--- config.mk ---
export PLATFORM = sky130hd
export DESIGN_NAME = calendar_date_counter
export DESIGN_NICKNAME = d
export VERILOG_FILES = /design/src/cdc_pkg.sv /design/src/cdc_leap_unit.sv /design/src/calendar_date_counter.sv
export SDC_FILE = /design/constraint.sdc
export NUM_CORES = 1
export LEC_CHECK = 0
export BUFFER_PORTS_ARGS = -buffer_cell sky130_fd_sc_hd__clkbuf_2
export CORE_ASPECT_RATIO = 0.8
export CORE_MARGIN = 10
export CORE_UTILIZATION = 54
export CTS_BUF_LIST = sky130_fd_sc_hd__clkbuf_4 sky130_fd_sc_hd__clkbuf_8 sky130_fd_sc_hd__clkbuf_16
export DETAILED_ROUTE_END_ITERATION = 7
export PLACE_DENSITY = 0.76
export RECOVER_POWER = 25
export SETUP_SLACK_MARGIN = 0.3
export SLEW_MARGIN = 25
export SYNTH_ARGS = -nofsm -noshare
export SYNTH_HDL_FRONTEND = slang
export SYNTH_SLANG_ARGS = --single-unit
--- constraint.sdc ---
create_clock -name clk -period 5.44 [get_ports clk]
set_input_delay 0.816 -clock clk [delete_from_list [all_inputs] [get_ports clk]]
set_output_delay 0.816 -clock clk [all_outputs]
set_load 0.03 [all_outputs]
--- src/cdc_pkg.sv ---
// ----------------------------------------------------------------------------
// cdc_pkg
// shared types, constants and helpers for the calendar date counter
// ----------------------------------------------------------------------------
package cdc_pkg;

  localparam int YEAR_BITS = 16;
  localparam int ADD_BITS  = 16;
  localparam int ACC_BITS  = ((ADD_BITS > 6) ? ADD_BITS : 6) + 1;

  localparam int F_DAY_BITS   = 6;
  localparam int F_MONTH_BITS = 4;
  localparam int F_YEAR_BITS  = 16;
  localparam int F_ADD_BITS   = 16;
  localparam int O_DAY_BITS   = 5;
  localparam int IN_DATA_BITS  = 48;
  localparam int OUT_DATA_BITS = 32;
  localparam int O_PAD_BITS =
    OUT_DATA_BITS - O_DAY_BITS - F_MONTH_BITS - F_YEAR_BITS;

  localparam logic [1:0] REQ_LOAD = 2'd0;
  localparam logic [1:0] REQ_INC  = 2'd1;
  localparam logic [1:0] REQ_ADD  = 2'd2;

  localparam logic [3:0] MON_JAN = 4'd1;
  localparam logic [3:0] MON_FEB = 4'd2;
  localparam logic [3:0] MON_APR = 4'd4;
  localparam logic [3:0] MON_JUN = 4'd6;
  localparam logic [3:0] MON_SEP = 4'd9;
  localparam logic [3:0] MON_NOV = 4'd11;
  localparam logic [3:0] MON_DEC = 4'd12;

  typedef enum logic [2:0] {
    S_IDLE,
    S_LEAP_MUL,
    S_LEAP_CHK,
    S_CLAMP,
    S_STEP,
    S_OUT
  } cdc_state_t;

  typedef struct packed {
    logic calc;
    logic latch;
  } leap_ctl_t;

  // inverse of an odd constant modulo 2^YEAR_BITS by newton steps
  function automatic logic [YEAR_BITS-1:0] odd_inverse_f(input logic [YEAR_BITS-1:0] d);
    logic [YEAR_BITS-1:0] x;
    x = d;
    for (int i = 0; i < 5; i++) begin
      x = YEAR_BITS'(x * (YEAR_BITS'(2) - YEAR_BITS'(d * x)));
    end
    return x;
  endfunction

  localparam logic [YEAR_BITS-1:0] DIV_CONST = YEAR_BITS'(25);
  localparam logic [YEAR_BITS-1:0] INV25 = odd_inverse_f(DIV_CONST);
  localparam logic [63:0] DIV25_LIM_W = ((64'd1 << YEAR_BITS) - 64'd1) / 64'd25;
  localparam logic [YEAR_BITS-1:0] DIV25_LIM = DIV25_LIM_W[YEAR_BITS-1:0];

  function automatic logic [4:0] month_len_f(input logic [3:0] month, input logic leap);
    logic [4:0] len;
    case (month)
      MON_FEB: len = leap ? 5'd29 : 5'd28;
      MON_APR, MON_JUN, MON_SEP, MON_NOV: len = 5'd30;
      default: len = 5'd31;
    endcase
    return len;
  endfunction

endpackage

--- src/cdc_leap_unit.sv ---
// ----------------------------------------------------------------------------
// cdc_leap_unit
// two-step leap year test: reciprocal multiply, then divisibility compare
// ----------------------------------------------------------------------------
module cdc_leap_unit
  import cdc_pkg::*;
(
  input  logic                 clk,
  input  logic                 rst_n,
  input  leap_ctl_t            ctl,
  input  logic [YEAR_BITS-1:0] year,
  output logic                 leap
);

  logic [YEAR_BITS-1:0] prod_r;
  logic [3:0]           low_r;
  logic                 leap_r;
  logic                 leap_nxt;
  logic                 div25;

  always_ff @(posedge clk) begin
    if (ctl.calc) begin
      prod_r <= YEAR_BITS'(year * INV25);
      low_r  <= year[3:0];
    end
  end

  // divisible by 25 exactly when the modular product stays in range
  assign div25    = (prod_r <= DIV25_LIM);
  assign leap_nxt = (low_r[1:0] == 2'd0) && (!div25 || (low_r == 4'd0));

  // year zero after reset is a leap year
  always_ff @(posedge clk) begin
    if (!rst_n) begin
      leap_r <= 1'b1;
    end else if (ctl.latch) begin
      leap_r <= leap_nxt;
    end
  end

  assign leap = leap_r;

endmodule

--- src/calendar_date_counter.sv ---
// ----------------------------------------------------------------------------
// calendar_date_counter
// gregorian date register with load, increment and add-days requests
// ----------------------------------------------------------------------------
// Every accepted request returns one result transaction with the date after
// it. A load passes through the leap test (S_LEAP_MUL, S_LEAP_CHK) and the
// clamp state before the output register is written. An increment or an add
// runs the month-step loop, which runs one subtract and compare of the day
// count against the month length per cycle, moves on to the next month while
// the count exceeds the month length, and reruns the leap test after each
// year change. The input is not ready while a request is being worked on; a
// finished result waits in the output register while the next request is
// taken.
module calendar_date_counter
  import cdc_pkg::*;
(
  input  logic                     clk,
  input  logic                     rst_n,
  input  logic                     in_tvalid,
  output logic                     in_tready,
  // set_day[5:0], set_month[9:6], set_year[25:10], days_to_add[41:26]
  input  logic [IN_DATA_BITS-1:0]  in_tdata,
  // req_type[1:0]
  input  logic [1:0]               in_tuser,
  output logic                     out_tvalid,
  input  logic                     out_tready,
  // out_day[4:0], out_month[8:5], out_year[24:9]
  output logic [OUT_DATA_BITS-1:0] out_tdata
);

  cdc_state_t state_r, state_nxt;
  logic [ACC_BITS-1:0]      acc_r, acc_nxt;
  logic [3:0]               month_r, month_nxt;
  logic [YEAR_BITS-1:0]     year_r, year_nxt;
  logic [O_DAY_BITS-1:0]    day_r, day_nxt;
  logic                     load_r, load_nxt;
  logic                     out_valid_r, out_valid_nxt;
  logic [OUT_DATA_BITS-1:0] out_data_r, out_data_nxt;

  leap_ctl_t                leap_ctl;
  logic                     leap;
  logic [4:0]               lim;
  logic [ACC_BITS-1:0]      lim_w;
  logic [F_DAY_BITS-1:0]    in_day;
  logic [F_MONTH_BITS-1:0]  in_month;
  logic [F_YEAR_BITS-1:0]   in_year;
  logic [F_ADD_BITS-1:0]    in_add;
  logic                     in_fire;

  assign in_day   = in_tdata[5:0];
  assign in_month = in_tdata[9:6];
  assign in_year  = in_tdata[25:10];
  assign in_add   = in_tdata[41:26];

  assign in_tready = (state_r == S_IDLE);
  assign in_fire   = in_tvalid && in_tready;

  cdc_leap_unit u_leap (
    .clk   (clk),
    .rst_n (rst_n),
    .ctl   (leap_ctl),
    .year  (year_r),
    .leap  (leap)
  );

  // shared month-length compare
  assign lim   = month_len_f(month_r, leap);
  assign lim_w = ACC_BITS'(lim);

  always_ff @(posedge clk) begin
    if (!rst_n) begin
      state_r     <= S_IDLE;
      month_r     <= MON_JAN;
      year_r      <= '0;
      day_r       <= O_DAY_BITS'(1);
      load_r      <= 1'b0;
      out_valid_r <= 1'b0;
    end else begin
      state_r     <= state_nxt;
      month_r     <= month_nxt;
      year_r      <= year_nxt;
      day_r       <= day_nxt;
      load_r      <= load_nxt;
      out_valid_r <= out_valid_nxt;
    end
  end

  always_ff @(posedge clk) begin
    acc_r      <= acc_nxt;
    out_data_r <= out_data_nxt;
  end

  always_comb begin
    state_nxt     = state_r;
    acc_nxt       = acc_r;
    month_nxt     = month_r;
    year_nxt      = year_r;
    day_nxt       = day_r;
    load_nxt      = load_r;
    out_valid_nxt = out_valid_r;
    out_data_nxt  = out_data_r;
    leap_ctl      = '0;

    if (out_valid_r && out_tready) begin
      out_valid_nxt = 1'b0;
    end

    case (state_r)
      S_IDLE: begin
        if (in_fire) begin
          case (in_tuser)
            REQ_LOAD: begin
              load_nxt = 1'b1;
              acc_nxt  = ACC_BITS'(in_day);
              year_nxt = YEAR_BITS'(in_year);
              if (in_month == 4'd0) begin
                month_nxt = MON_JAN;
              end else if (in_month > MON_DEC) begin
                month_nxt = MON_DEC;
              end else begin
                month_nxt = in_month;
              end
              state_nxt = S_LEAP_MUL;
            end
            REQ_INC: begin
              load_nxt  = 1'b0;
              acc_nxt   = ACC_BITS'(day_r) + ACC_BITS'(1);
              state_nxt = S_STEP;
            end
            REQ_ADD: begin
              load_nxt  = 1'b0;
              acc_nxt   = ACC_BITS'(day_r) + ACC_BITS'(ADD_BITS'(in_add));
              state_nxt = S_STEP;
            end
            default: begin
              state_nxt = S_OUT;
            end
          endcase
        end
      end
      S_LEAP_MUL: begin
        leap_ctl.calc = 1'b1;
        state_nxt     = S_LEAP_CHK;
      end
      S_LEAP_CHK: begin
        leap_ctl.latch = 1'b1;
        state_nxt      = load_r ? S_CLAMP : S_STEP;
      end
      S_CLAMP: begin
        if (acc_r == '0) begin
          day_nxt = O_DAY_BITS'(1);
        end else if (acc_r > lim_w) begin
          day_nxt = lim;
        end else begin
          day_nxt = acc_r[O_DAY_BITS-1:0];
        end
        state_nxt = S_OUT;
      end
      S_STEP: begin
        if (acc_r > lim_w) begin
          acc_nxt = acc_r - lim_w;
          if (month_r >= MON_DEC) begin
            month_nxt = MON_JAN;
            year_nxt  = year_r + YEAR_BITS'(1);
            state_nxt = S_LEAP_MUL;
          end else begin
            month_nxt = month_r + 4'd1;
          end
        end else begin
          day_nxt   = acc_r[O_DAY_BITS-1:0];
          state_nxt = S_OUT;
        end
      end
      S_OUT: begin
        if (!out_valid_r || out_tready) begin
          out_valid_nxt = 1'b1;
          out_data_nxt  = {O_PAD_BITS'(0), F_YEAR_BITS'(year_r), month_r, day_r};
          state_nxt     = S_IDLE;
        end
      end
      default: begin
        state_nxt = S_IDLE;
      end
    endcase
  end

  assign out_tvalid = out_valid_r;
  assign out_tdata  = out_data_r;

endmodule

==> run_summary.xml <==
<?xml version="1.0" encoding="UTF-8"?>
<metrics>
  <group name="global_routing">
    <metric name="grt_antenna_before_repair" unit="">0</metric>
    <metric name="grt_pass1_vias" unit="">5189</metric>
    <metric name="global_route_wire_length_before_repair" unit="mm">26.2</metric>
    <metric name="aggregate_global_route_resource_usage" unit="%">19.0</metric>
    <metric name="grt_max_degree" unit="">58</metric>
    <metric name="globalRoute.totalOverflow" unit="">0</metric>
  </group>
  <group name="clock_network">
    <metric name="ctsRootBufferMaster" unit="">sky130_fd_sc_hd__clkbuf_16</metric>
    <metric name="tritoncts" unit="">built</metric>
    <metric name="clock_latency" unit="ns">0.35</metric>
    <metric name="sinks_on_clock_net" unit="">87</metric>
    <metric name="cts.htree.levels" unit="">3</metric>
    <metric name="clk_pin_slew" unit="ns">0.07</metric>
    <metric name="cts_setup_buffers" unit="">0</metric>
    <metric name="ctsLongestPathBuffers" unit="">2</metric>
    <metric name="ctsResizeCount" unit="">0</metric>
    <metric name="cts_hold_buf" unit="">0</metric>
    <metric name="numCtsBuffers" unit="">9</metric>
  </group>
  <group name="floorplanning">
    <metric name="core.rowCount" unit="">35</metric>
    <metric name="die_height" unit="µm">118</metric>
    <metric name="fp.dieArea" unit="µm²">16900</metric>
    <metric name="initial_core_util" unit="%">56.0</metric>
    <metric name="ioPinCount" unit="">88</metric>
    <metric name="design.core.area" unit="µm²">11700</metric>
    <metric name="die_x" unit="µm">143</metric>
  </group>
  <group name="sta">
    <metric name="layout_worst_path_cycle_share" unit="%">80.4</metric>
    <metric name="max_slew_margin" unit="%">41.1</metric>
    <metric name="layout_min_cycle_time" unit="ns">4.38</metric>
    <metric name="grt_setup_unrepaired" unit="">false</metric>
    <metric name="finClkSkew" unit="ns">0.00882</metric>
    <metric name="worst_tran_pin_value" unit="ns">0.880</metric>
    <metric name="fmax" unit="GHz">0.229</metric>
    <metric name="final_max_slew_viol_count" unit="">0</metric>
    <metric name="timing_hold_violations_final" unit="">0</metric>
    <metric name="setup_viol_count_final" unit="">0</metric>
    <metric name="setup_total_negative_slack" unit="ns">0</metric>
  </group>
  <group name="setup_path">
    <metric name="cp.arrival" unit="ns">4.47</metric>
    <metric name="required" unit="ns">5.54</metric>
    <metric name="critical_path.startpoint_type" unit="">register</metric>
    <metric name="crit_path_top_delay_cell" unit="">sky130_fd_sc_hd__dfxtp_1</metric>
    <metric name="path_cells" unit="">ha_1, ha_1, inv_1, fa_1, inv_1, fa_1, inv_1, fa_1, inv_1, ha_1, xnor2_1, xnor2_1, xnor2_1, xnor2_1, xnor2_1</metric>
    <metric name="worstSetupEndpointType" unit="">register</metric>
    <metric name="crit_top_cell" unit="">sky130_fd_sc_hd__xnor2_1</metric>
    <metric name="criticalPathCategory" unit="">register to register</metric>
    <metric name="crit_start" unit="">year_r[0]</metric>
    <metric name="regToRegStartpoint" unit="">year_r[0]</metric>
    <metric name="timing.critical_path.slowest_cell_delay" unit="ns">0.63</metric>
    <metric name="crit_fanout" unit="">12</metric>
  </group>
  <group name="synthesis">
    <metric name="synth_edf_count" unit="">56</metric>
    <metric name="warnings_from_yosys" unit="">0</metric>
    <metric name="netlist_top_cells_area" unit="">sky130_fd_sc_hd__edfxtp_1, sky130_fd_sc_hd__ha_1, sky130_fd_sc_hd__dfxtp_1, sky130_fd_sc_hd__fa_1, sky130_fd_sc_hd__inv_1</metric>
    <metric name="synth_top_area_share" unit="%">25.7</metric>
    <metric name="netlist_instances" unit="">661</metric>
    <metric name="syn-mean-instance-area" unit="µm²">9.90</metric>
    <metric name="synth_cell_types" unit="">71</metric>
    <metric name="synth-seq-area-share" unit="%">35.2</metric>
    <metric name="async_reset_ff_share" unit="%">0</metric>
    <metric name="postSynth.topFlopCell" unit="">sky130_fd_sc_hd__edfxtp_1</metric>
    <metric name="syn-cell-area" unit="µm²">6540</metric>
    <metric name="yosys.area.top_type" unit="">sky130_fd_sc_hd__edfxtp_1</metric>
    <metric name="flop_and_latch_count_out_of_synthesis" unit="">87</metric>
  </group>
  <group name="route">
    <metric name="drt_iter0_markers" unit="">506</metric>
    <metric name="via_count" unit="">5313</metric>
    <metric name="avgRoutedWirePerCell" unit="µm">18.3</metric>
    <metric name="detail_route.wirelength.met1" unit="mm">7.20</metric>
    <metric name="route.met2.wl" unit="mm">7.16</metric>
    <metric name="via_density_per_instance" unit="">6.04</metric>
    <metric name="route.top_layer_used" unit="">met4</metric>
    <metric name="first_pass_iters" unit="">6</metric>
    <metric name="routed_wirelength" unit="mm">16.1</metric>
    <metric name="wl_met3" unit="mm">1.52</metric>
    <metric name="ant_nets" unit="">0</metric>
    <metric name="number_of_remaining_drc_errors" unit="">0</metric>
  </group>
  <group name="power_and_ir_drop">
    <metric name="cellPowerDensity" unit="nW/µm²">402</metric>
    <metric name="switching_share" unit="%">40.6</metric>
    <metric name="power_leakage" unit="nW">3.20</metric>
    <metric name="internal-power" unit="mW">1.74</metric>
    <metric name="power_switching" unit="mW">1.19</metric>
    <metric name="combinationalPowerShare" unit="%">39.4</metric>
    <metric name="relative_contribution_of_sequential_cells_to_total_power" unit="%">38.2</metric>
    <metric name="power_frac_clock" unit="%">22.4</metric>
    <metric name="peak_vdd_ir" unit="µV">194</metric>
  </group>
  <group name="placed_design">
    <metric name="portBuffers" unit="">74</metric>
    <metric name="post-dp-hpwl" unit="mm">12.1</metric>
    <metric name="numPlacedInstances" unit="">864</metric>
    <metric name="gp_routability_congestion" unit="">0.932</metric>
  </group>
  <group name="run_status">
    <metric name="outcome" unit="">finished, final reports clean</metric>
  </group>
  <group name="finish">
    <metric name="num_antenna_cells" unit="">0</metric>
    <metric name="area_growth" unit="%">11.4</metric>
    <metric name="final_layout_size_suffix_gt1_share" unit="%">15.4</metric>
    <metric name="finish.net_count" unit="">877</metric>
    <metric name="layout.cells.non_filler" unit="">880</metric>
  </group>
  <group name="min_path">
    <metric name="worst_hold_path_type" unit="">register to register</metric>
    <metric name="hold_path.startpoint" unit="">u_leap.leap</metric>
  </group>
  <group name="flow_run">
    <metric name="max_cap_violations" unit="">0</metric>
  </group>
</metrics>
[placed cells by master, fill, tap and decap left out, types with 10 or more instances in the layout]
cell	n
sky130_fd_sc_hd__a21oi_1	33
sky130_fd_sc_hd__fa_1	20
sky130_fd_sc_hd__inv_1	67
sky130_fd_sc_hd__xnor2_1	27
sky130_fd_sc_hd__nand3_1	22
sky130_fd_sc_hd__and3_1	10
sky130_fd_sc_hd__o22ai_1	14
sky130_fd_sc_hd__nand2_1	52
sky130_fd_sc_hd__edfxtp_1	56
sky130_fd_sc_hd__clkbuf_2	74
sky130_fd_sc_hd__ha_1	76
sky130_fd_sc_hd__o21ai_0	23
sky130_fd_sc_hd__xor2_1	20
sky130_fd_sc_hd__dfxtp_1	31
sky130_fd_sc_hd__nor3_1	11
sky130_fd_sc_hd__o31ai_1	10
sky130_fd_sc_hd__nor2_1	21
[logic make-up after synthesis]
group | after synthesis | synth area share, %
AO/OA/AOI/OAI | 154 | 15.9
XOR/XNOR | 47 | 6.29
adder cells (fa/ha/maj) | 96 | 20.7
buffers and inverters | 95 | 6.39
flip-flops | 87 | 35.2
multiplexers | 7 | 1.09
other | 1 | 0.0573
AND/OR/NAND/NOR | 174 | 14.5
[state kept, by name (all words and copies together), names as in the netlist]
name and count:
out_tdata 25, acc_r 17, year_r 16, u_leap.prod_r 10
day_r 5, month_r 4, u_leap.low_r 4, state_r 3
load_r 1, out_tvalid 1, u_leap.leap 1
[cell usage after synthesis, types with 10 or more instances]
library cell / instances
sky130_fd_sc_hd__clkbuf_1: 13
sky130_fd_sc_hd__o31ai_1: 10
sky130_fd_sc_hd__a21oi_1: 33
sky130_fd_sc_hd__xor2_1: 20
sky130_fd_sc_hd__dfxtp_1: 31
sky130_fd_sc_hd__fa_1: 20
sky130_fd_sc_hd__inv_1: 67
sky130_fd_sc_hd__edfxtp_1: 56
sky130_fd_sc_hd__and3_1: 10
sky130_fd_sc_hd__nor3_1: 11
sky130_fd_sc_hd__nand3_1: 22
sky130_fd_sc_hd__o21ai_0: 23
sky130_fd_sc_hd__ha_1: 76
sky130_fd_sc_hd__nand2_1: 52
sky130_fd_sc_hd__nor2_1: 21
sky130_fd_sc_hd__o22ai_1: 14
sky130_fd_sc_hd__xnor2_1: 27
[final timing paths]
check                      endpoint  slack, ns  cells after the start
setup / recovery  u_leap.prod_r[15]       1.06                     15
hold / removal          u_leap.leap       0.53                      1
setup reg to reg  u_leap.prod_r[15]       1.06                     15
hold reg to reg         u_leap.leap       0.53                      1
[stage by stage]
step | hold WS, ns | utilization, % | power [mW] | cell area, µm² | setup WS [ns]
floorplan | 0.406 | - | 1.98 | 6570 | 1.42
global placement | 0.470 | 59.7 | 2.21 | 6980 | 1.13
detailed placement | 0.469 | 59.7 | 2.26 | 6980 | 1.11
CTS | 0.528 | 62.4 | 2.93 | 7290 | 1.07
global route | 0.549 | 62.4 | 3.13 | 7290 | 0.857
finish | 0.526 | 62.4 | 2.93 | 7290 | 1.06
[power by group through the flow]
stage,sequential (mW),combinational [mW],clock (mW)
after CTS,1.11,1.15,0.666
final,1.12,1.16,0.658
after global routing,1.15,1.28,0.695
after floorplan,1.10,0.879,0
after detailed placement,1.13,1.13,0
after global placement,1.12,1.09,0
[layout make-up]
class,instances,area [µm²]
clock inverter,7,86.3
timing repair buffer,77,393
tap,148,185
multi-input combinational,485,3850
clock buffer,9,225
sequential,87,2300
inverter,67,251
fill,965,4400
[critical path, delay by kind of cell, from the launching register on]
family / cells / cell delay (ns)
xor+xnor: 5 / 0.83
fa+ha+maj: 6 / 2.45
buf+inv: 4 / 0.21
flops: 1 / 0.63
[layer usage]
metal | track usage, % | up-vias
li1 | - | 2534
met1 | 26.4 | 2517
met2 | 28.2 | 240
met3 | 5.20 | 22
met4 | 5.41 | 0
met5 | 0 | -
Note: power is estimated with default switching activity, not from simulation.
